## src/design/bbwm_pkg.sv

```systemverilog
// ----------------------------------------------------------------------------
// Box blur window mean: shared package
// Field widths, register addresses, reset values and item codes.
// ----------------------------------------------------------------------------
package bbwm_pkg;

  localparam int MAX_WIDTH_DEF  = 1024;
  localparam int MAX_HEIGHT_DEF = 1024;
  localparam int MAX_RADIUS_DEF = 15;

  localparam int PIXEL_W = 8;
  localparam int DIM_W   = 11;
  localparam int RAD_W   = 4;
  localparam int PADDR_W = 4;

  localparam logic [DIM_W-1:0] WIDTH_RESET  = 11'd1024;
  localparam logic [DIM_W-1:0] HEIGHT_RESET = 11'd1024;
  localparam logic [RAD_W-1:0] RADIUS_RESET = 4'd15;

  localparam logic [PADDR_W-1:0] REG_WIDTH  = 4'd0;
  localparam logic [PADDR_W-1:0] REG_HEIGHT = 4'd4;
  localparam logic [PADDR_W-1:0] REG_RADIUS = 4'd8;

  localparam logic MODE_PIXEL = 1'b0;
  localparam logic MODE_FLUSH = 1'b1;

endpackage

```

## src/design/bbwm_div.sv

```systemverilog
// ----------------------------------------------------------------------------
// Box blur window mean: sequential divider
// Restoring divider, one quotient bit per cycle, returns the low 8 bits.
// ----------------------------------------------------------------------------
module bbwm_div #(
  parameter int NUM_W = 18,
  parameter int DEN_W = 10
) (
  input  logic                         clk,
  input  logic                         rst,
  input  logic                         start,
  input  logic [NUM_W-1:0]             num,
  input  logic [DEN_W-1:0]             den,
  output logic                         done,
  output logic [bbwm_pkg::PIXEL_W-1:0] quot
);
  import bbwm_pkg::*;

  localparam int STEP_W = $clog2(NUM_W + 1);

  logic [DEN_W-1:0]  rem;
  logic [NUM_W-1:0]  q;
  logic [DEN_W-1:0]  den_r;
  logic [STEP_W-1:0] steps;
  logic [DEN_W:0]    rem_shift;
  logic              fits;

  assign rem_shift = {rem, q[NUM_W-1]};
  assign fits      = rem_shift >= {1'b0, den_r};

  always_ff @(posedge clk) begin
    if (rst) begin
      steps <= '0;
      done  <= 1'b0;
    end else begin
      done <= 1'b0;
      if (start) begin
        steps <= STEP_W'(NUM_W);
        rem   <= '0;
        q     <= num;
        den_r <= den;
      end else if (steps != '0) begin
        steps <= steps - 1'b1;
        rem   <= fits ? DEN_W'(rem_shift - {1'b0, den_r}) : DEN_W'(rem_shift);
        q     <= {q[NUM_W-2:0], fits};
        done  <= (steps == STEP_W'(1));
      end
    end
  end

  // An empty window (column beyond a lowered width) averages to zero.
  assign quot = (den_r == '0) ? '0 : q[PIXEL_W-1:0];

endmodule
```

## config.mk

```make
export PLATFORM = sky130hd
export DESIGN_NAME = bbwm_div
export DESIGN_NICKNAME = d
export VERILOG_FILES = /design/src/design/bbwm_pkg.sv /design/src/design/bbwm_div.sv
export SDC_FILE = /design/constraint.sdc
export NUM_CORES = 1
export LEC_CHECK = 0
export BUFFER_PORTS_ARGS = -buffer_cell sky130_fd_sc_hd__buf_2
export CORE_MARGIN = 3
export CORE_UTILIZATION = 50
export DETAILED_ROUTE_END_ITERATION = 8
export PLACE_DENSITY = 0.75
export RECOVER_POWER = 100
export REMOVE_ABC_BUFFERS = 1
export SETUP_SLACK_MARGIN = 0.3
export SKIP_CTS_REPAIR_TIMING = 1
export SYNTH_ARGS = -nofsm -noshare
export SYNTH_HDL_FRONTEND = slang
export SYNTH_SLANG_ARGS = --single-unit
```

## constraint.sdc

```tcl
create_clock -name clk -period 2.8 [get_ports clk]
set_input_delay 0.42 -clock clk [delete_from_list [all_inputs] [get_ports clk]]
set_output_delay 0.42 -clock clk [all_outputs]
set_load 0.005 [all_outputs]
```

==> flow_results.org, run 1 <==
** Finish
- Share of cells above drive strength 1 :: 0.318
- The final layout contains between 200 and 300 nets.
- Summed area of non-filler cells in the final layout :: 2800 µm²
- Fraction of the core area covered by cells at the end of the flow :: 0.618
- Antenna cell count :: 0
- From synthesis to final layout, the design area changed by 14.7%.

** Routing
- For this block, the initial DRC count from the detailed router was between 100 and 150.
- Count of antenna-violating nets left after detailed routing :: 0
- Vias per Instance :: ~5.3
- After detailed routing, the number of remaining DRC violations is 0.
- Before antenna repair, the detailed router went through 4 iterations.
- The routed layout has 1657 vias.
- Average wire length per cell after detail routing :: 15.1 µm
- The final layout contains routed wiring with a total length of 4.67 mm.

** Synth
- Leading cell types by total area after synthesis :: sky130_fd_sc_hd__edfxtp_1 47%, sky130_fd_sc_hd__mux2_2 7.8%, sky130_fd_sc_hd__ha_1 6.1%, sky130_fd_sc_hd__dfxtp_1 4.9%, sky130_fd_sc_hd__xnor2_1 3.2%
- The Yosys step of the flow raised 0 warnings.
- The synthesized design contains 44 register bits.
- The share of synthesized area in the top cell type comes to 0.467.
- After synthesis the cells add up to 2440 µm².
- Fraction of synthesis flops using an asynchronous set or reset pin :: 0
- Ys flop type :: sky130_fd_sc_hd__edfxtp_1
- Yosys mapped the design onto a little under 50 distinct sky130hd cell types.
- Cell type with the largest total area after synthesis :: sky130_fd_sc_hd__edfxtp_1
- EDFF count, synth :: 38
- In the synthesized netlist, the number of instances is about 200.
- Of the synthesized area, sequential elements account for 0.516.
- Post-Syn Area per Cell :: 12.3 µm²

** Placement
- The HPWL after detailed placement is roughly 3.5 mm.
- Port Buffers :: 39
- Placed Instance Area :: 2730 µm²
- Final GP Congestion :: 0.914

** Clock tree
- TritonCTS built the clock tree.
- Clock transition at the registers of the reported paths :: ~80 ps
- Inserted Clock Buffers :: 5
- Largest buffer count on any clock path :: 2
- The clock drives 44 sinks.
- H-tree Lvls :: 2
- Clock latency reported for the late side of the worst-skew pair :: 290 ps
- The tree is rooted in a sky130_fd_sc_hd__clkbuf_8.

** Critical path
- By instance count, the cell type seen most on the critical path is sky130_fd_sc_hd__inv_1.
- At the worst endpoint, the arrival time is approximately 2400 ps.
- Across all register-to-register paths, the minimum setup slack is 420 ps.
- The worst setup path is launched from a register.
- The largest single stage delay on the critical path is 430 ps.
- In this run the critical register-to-register path is launched from q[17].
- Cell with the biggest individual delay on the critical path :: sky130_fd_sc_hd__fa_1
- The critical path in this run is classified as reg -> reg.
- Traced cell by cell, the critical path runs through inv_1 -> ha_1 -> inv_1 -> fa_1 -> a211oi_1 -> o211ai_1 -> a31oi_1 -> xor2_1 -> o22ai_1.
- Counting both buffers and inverters, the worst setup path holds a total of 2.
- Endpoint of the worst-slack reg-to-reg timing path :: rem[8]
- Crit. path cell count :: 9
- Data required time of the worst path :: 2840 ps
- Cell depth of the worst flop-to-flop path :: 9
- Of all nets on the critical path, the largest fanout is 3.
- Delay-heaviest family, CP :: compound AO/OA/AOI/OAI gates
- Critical path capture point type :: register

** Min path
- Launch point of the worst hold path :: den[0]
- Min-Delay Endpoint :: den_r[0]
- Class of the most critical hold timing path :: in -> reg
- Number of cells traversed by the worst hold path :: 1

** GRT
- The first global-routing pass estimated 8.08 mm of wire.
- Aggregate global routing overflow :: 0
- The number of global-route vias before repair came to 1727.
- Initial antenna violation count :: 0
- Across every metal layer, demand over resource in global routing totals 0.173.
- Entering global routing, the biggest net connects 22 pins.

** STA
- Remaining max-slew budget at the tightest pin :: 0.236
- Setup violations remaining at the end of the flow were counted as 0.
- RSZ-0062 raised after global routing :: no
- Between clock sinks in the finished design, the worst skew comes to 3.50 ps.
- Setup TNS :: 0 ps
- Final period demand of the worst path :: ~2400 ps
- Slew at the pin with the worst max-slew slack :: ~1100 ps
- Highest clock rate :: 0.420 GHz
- Max Slew Vio Count :: 0
- Share of the cycle needed by the critical path after routing :: 0.851
- Final Hold Violating Endpoints :: 0

** Pwr
- The completed layout was analyzed and its total power is 1.81 mW.
- VDD sags by at most 461 µV.
- Leakage power of the design :: 1.09 nW
- Power per unit of standard cell area :: ~640 nW/µm²

** Die
- Measured along the x axis, the die boundary spans 75.9 µm.
- In this run the vertical extent of the chip is 75.9 µm.
- Floorplan die area :: approximately 5800 µm²
- Row generation in the floorplan step produced 24 rows.
- In this run the standard cell core region covers 4530 µm².
- During I/O placement, the number of pins put on the boundary was 40.
- Initial cell density of the core :: 0.539

** Status
- Run status :: completed

** Flow run
- Max-cap viol count :: 0
[how the worst max path moves through the flow]
stage | start | endpoint | slack, ps
floorplan | steps[0] | q[0] | 270
global placement | q[17] | rem[8] | 530
detailed placement | q[17] | rem[8] | 470
CTS | q[17] | rem[8] | 440
global route | q[17] | rem[6] | 260
finish | q[17] | rem[8] | 420
[power by group]
part	switching, mW	internal [mW]
logic	0.294	0.255
clock network	0.210	0.201
registers	0.0382	0.808
[sequential cells by signal, summed over array words and instances (netlist names)]
signal and cells:
rem 10, steps 5, den_r 10, done 1, q 18
[worst register-to-register path, delay by kind of cell (launching register included)]
family	cells	cell delay, ps
buffers and inverters	2	140
adder cells (fa/ha/maj)	2	640
AO/OA/AOI/OAI	4	790
flip-flops	1	400
XOR/XNOR	1	160
[layout by cell type, fill, tap and decap left out, types with 2 or more instances in the layout]
cell type                  count
sky130_fd_sc_hd__nand3_1       3
sky130_fd_sc_hd__xor2_1        2
sky130_fd_sc_hd__a211oi_2      3
sky130_fd_sc_hd__clkbuf_8      6
sky130_fd_sc_hd__xnor2_1       9
sky130_fd_sc_hd__nand2_1       7
sky130_fd_sc_hd__nor4_1        2
sky130_fd_sc_hd__o22ai_1       3
sky130_fd_sc_hd__o211ai_1      3
sky130_fd_sc_hd__nor2_1       17
sky130_fd_sc_hd__and2_0        2
sky130_fd_sc_hd__nor3_1        5
sky130_fd_sc_hd__ha_1         12
sky130_fd_sc_hd__o21ai_0       4
sky130_fd_sc_hd__and2_1        6
sky130_fd_sc_hd__o21ai_1       2
sky130_fd_sc_hd__o21a_2        2
sky130_fd_sc_hd__dfxtp_1       6
sky130_fd_sc_hd__inv_1        16
sky130_fd_sc_hd__edfxtp_1     38
sky130_fd_sc_hd__mux2_2       16
sky130_fd_sc_hd__buf_2        36
sky130_fd_sc_hd__o21a_1        2
sky130_fd_sc_hd__clkbuf_1      6
sky130_fd_sc_hd__a21oi_1      10
[per-stage QoR]
step	hold slack (ps)	setup WS [ps]	instances
finish	299	417	310
global route	286	256	310
detailed placement	494	466	302
CTS	291	442	310
global placement	485	525	302
floorplan	456	267	195
[final cells by class]
| class | count | area (µm²) |
|---|---|---|
| Inverter | 16 | 60.1 |
| Sequential cell | 44 | 1260 |
| Timing Repair Buffer | 42 | 219 |
| Fill cell | 365 | 1730 |
| Clock inverter | 1 | 7.51 |
| Multi-Input combinational cell | 135 | 1090 |
| Tap cell | 65 | 81.3 |
| Clock buffer | 7 | 86.3 |
[synthesized netlist by cell type (2+ instances only)]
master / count
sky130_fd_sc_hd__nor2_1: 17
sky130_fd_sc_hd__nand2_1: 7
sky130_fd_sc_hd__mux2_2: 17
sky130_fd_sc_hd__clkbuf_1: 3
sky130_fd_sc_hd__dfxtp_1: 6
sky130_fd_sc_hd__xor2_1: 2
sky130_fd_sc_hd__a211oi_2: 3
sky130_fd_sc_hd__o21ai_0: 2
sky130_fd_sc_hd__nor4_1: 2
sky130_fd_sc_hd__inv_1: 16
sky130_fd_sc_hd__edfxtp_1: 38
sky130_fd_sc_hd__xnor2_1: 9
sky130_fd_sc_hd__o21ai_1: 3
sky130_fd_sc_hd__o21a_1: 2
sky130_fd_sc_hd__o211ai_1: 2
sky130_fd_sc_hd__and2_1: 8
sky130_fd_sc_hd__nand3_1: 3
sky130_fd_sc_hd__o21a_2: 2
sky130_fd_sc_hd__a21oi_1: 10
sky130_fd_sc_hd__o22ai_1: 3
sky130_fd_sc_hd__ha_1: 12
sky130_fd_sc_hd__nor3_1: 5
[layer usage]
layer | vias to the layer above | GRT usage | wire (µm)
met1 | 797 | 0.217 | 2160
li1 | 819 | - | -
met4 | 0 | 0.0598 | 63
met3 | 5 | 0.0344 | 172
met5 | - | 0 | 0
met2 | 36 | 0.298 | 2270
[cells by family (layout without fill, tap and decap cells)]
| group | Yosys count | after routing | synth area share |
|---|---|---|---|
| buffers and inverters | 20 | 66 | 0.0348 |
| DFF | 44 | 44 | 0.516 |
| adders and majority gates | 13 | 13 | 0.0696 |
| AOI/OAI and AO/OA | 41 | 41 | 0.139 |
| muxes | 19 | 19 | 0.0886 |
| xor gates and xnor gates | 11 | 11 | 0.0394 |
| and+or+nand+nor | 51 | 51 | 0.113 |
No activity file was read; power rests on OpenSTA's default activity.
==> inputs of run 2 (changes only) <==
--- a/config.mk
+++ b/config.mk
@@ -10,7 +10,6 @@
 export CORE_UTILIZATION = 50
 export DETAILED_ROUTE_END_ITERATION = 8
 export PLACE_DENSITY = 0.75
-export RECOVER_POWER = 100
 export REMOVE_ABC_BUFFERS = 1
 export SETUP_SLACK_MARGIN = 0.3
 export SKIP_CTS_REPAIR_TIMING = 1
==> run 2 against run 1 <==
Combinational power is 2% higher. Highest routed layer unchanged. Total power rose by 0.47%. Largest power group unchanged. Flip-flop and latch count did not move.
==> flow_results.org, run 2 (synthesized netlist as in run 1, its figures left out) <==
** Die
- Width of the chip :: 75.9 µm
- Initial cell density of the core :: 0.539
- After floorplanning, the core was sized to cover 4530 µm².
- Rows :: 24
- I/O Pins :: 40
- The floorplan step defined a die boundary enclosing 5760 µm².
- The die is 75.9 µm tall.

** Clock tree
- Inserted Clock Buffers :: 5
- Clock sink count :: 44
- TritonCTS built the clock tree.
- H-tree Lvls :: 2
- The later pin in the worst-skew pair is clocked with a latency of 290 ps.
- Clock transition at the registers of the reported paths :: 80 ps
- Largest buffer count on any clock path :: 2
- In this run the clock root is driven by a sky130_fd_sc_hd__clkbuf_8.

** GRT
- Maximum number of pins on one net before global-route repair :: 22
- All-layer global routing usage :: 0.173
- The initial antenna violation count came to 0.
- Aggregate global routing overflow :: 0
- Number of global-route vias before repair :: around 1700
- First-pass GRT wire length :: 8.08 mm

** STA
- Setup TNS :: 0 ps
- The hold violation count in the final report came to 0.
- The number of max-slew violations in the final report came to 0.
- Remaining max-slew budget at the tightest pin :: 0.678
- Setup repair after global routing left no endpoint under its margin.
- Worst clock skew :: 3.30 ps
- Across all hold checks on the routed design, the worst slack comes to about 300 ps.
- The smallest clock period supported by the final layout is computed as 2330 ps.
- Slew at the pin with the worst max-slew slack :: 482 ps
- Setup violations remaining at the end of the flow were counted as 0.
- Share of the cycle needed by the critical path after routing :: 0.832
- For this run, the top clock speed supported by timing is 0.429 GHz.

** Critical path
- The worst register-to-register path ends at rem[8].
- Traced cell by cell, the critical path runs through inv_1 -> ha_1 -> inv_1 -> fa_1 -> a211oi_2 -> o211ai_1 -> a31oi_1 -> xor2_1 -> o22ai_1.
- Slowest stage delay, CP :: 440 ps
- Data required time of the worst path :: 2840 ps
- Crit path DAT :: 2370 ps
- Cell with the biggest individual delay on the critical path :: sky130_fd_sc_hd__fa_1
- Most prevalent standard cell on the critical path :: sky130_fd_sc_hd__inv_1
- WS Path Type :: reg -> reg
- Slack of the worst reg-to-reg path :: 470 ps
- The startpoint identified for the worst register-to-register timing path is q[17].
- Cell depth of the worst flop-to-flop path :: 9
- Type of element launching the critical path :: register
- STA classifies the critical path endpoint as a register.
- Highest fanout seen on the critical path :: 3

** Min path
- Min-Delay Endpoint :: den_r[0]
- Along the worst hold path, the cell count comes to 1.
- The startpoint identified for the worst hold timing path is den[0].
- Class of the most critical hold timing path :: in -> reg

** Finish
- The register with the most flip-flops in the layout has 18 of them.
- Leading cell types in the layout, fill and taps excluded :: 39 x sky130_fd_sc_hd__buf_2, 38 x sky130_fd_sc_hd__edfxtp_1, 17 x sky130_fd_sc_hd__mux2_2, 16 x sky130_fd_sc_hd__inv_1, 16 x sky130_fd_sc_hd__nor2_1
- Share of cells above drive strength 1 :: 0.363
- Number of nets in the final layout :: 288
- The largest registers in the layout are q (18), den_r (10), rem (10).
- Layout overhead on the synthesized area :: 15.9%
- Leaving out fill and tap cells, the most frequent cell in the layout is sky130_fd_sc_hd__buf_2.
- The repair_antennas step left the layout with diodes totalling 0.
- Register name with the most flops :: q

** Pwr
- Leakage power of the design :: ~1.1 nW
- Power per unit of standard cell area :: 641 nW/µm²
- Across the VDD grid, the largest voltage drop is approximately 460 µV.

** Routing
- Iteration count of the initial detailed-routing pass :: 4
- After detailed routing, the average wire length per cell comes to 15.0 µm.
- Vias per Instance :: 5.28
- First-iteration detailed-routing DRC count :: 117
- In this run the remaining antenna-violating nets after routing total 0.
- Wire length after detailed routing :: approximately 4.6 mm
- Vias after detailed routing :: ~1600
- In the routed design, unresolved DRC markers number 0.

** Flow run
- Max-cap violations in this run came to 0.

** Status
- Run status :: completed

** Placement
- Port Buffers :: 39
- The HPWL after detailed placement is 3.49 mm.
- Routability-driven placement finished with a final weighted congestion of 0.914.
run 2: worst max-delay path by stage:
| stage | start | end | slack [ps] |
|---|---|---|---|
| 2_1_floorplan | steps[0] | q[0] | 270 |
| 3_3_place_gp | q[17] | rem[8] | 530 |
| 3_5_place_dp | q[17] | rem[8] | 470 |
| 4_1_cts | q[17] | rem[8] | 440 |
| 5_1_grt | q[17] | rem[8] | 370 |
| 6_report | q[17] | rem[8] | 470 |
run 2: critical path: cells and delay by family (launching register included):
family                     cells  cell delay [ps]
adders and majority gates      2              650
buffers and inverters          2              140
xor gates and xnor gates       1              160
DFF                            1              400
AOI/OAI and AO/OA              4              720
run 2: report_power, final:
part | switching (mW) | leakage, nW | internal [mW]
Sequential | 0.0380 | 0.417 | 0.808
Clock | 0.208 | 0.0445 | 0.200
Combinational | 0.299 | 0.642 | 0.261
run 2: cell type report:
type | count | area (µm²)
well taps | 65 | 81.3
clock inverters | 1 | 7.51
clock buffers | 7 | 86.3
repair buffers | 42 | 230
inverters | 16 | 60.1
multi-input cells | 135 | 1100
flip-flops and latches | 44 | 1260
fillers | 357 | 1700
run 2: per-layer routing:
metal | vias up | global-route usage | part of all wire
li1 | 819 | - | -
met1 | 774 | 0.217 | 0.46
met2 | 38 | 0.298 | 0.48
met3 | 5 | 0.0344 | 0.040
met4 | 0 | 0.0598 | 0.015
met5 | - | 0 | 0
run 2: per-stage QoR:
step	power, mW	std cells	area (µm²)	utilization	worst slack, ps
2_1_floorplan	1.28	195	2420	-	267
3_3_place_gp	1.40	302	2730	0.603	525
3_5_place_dp	1.42	302	2730	0.603	466
4_1_cts	1.83	310	2830	0.623	442
5_1_grt	1.92	310	2830	0.624	366
6_report	1.81	310	2830	0.624	471
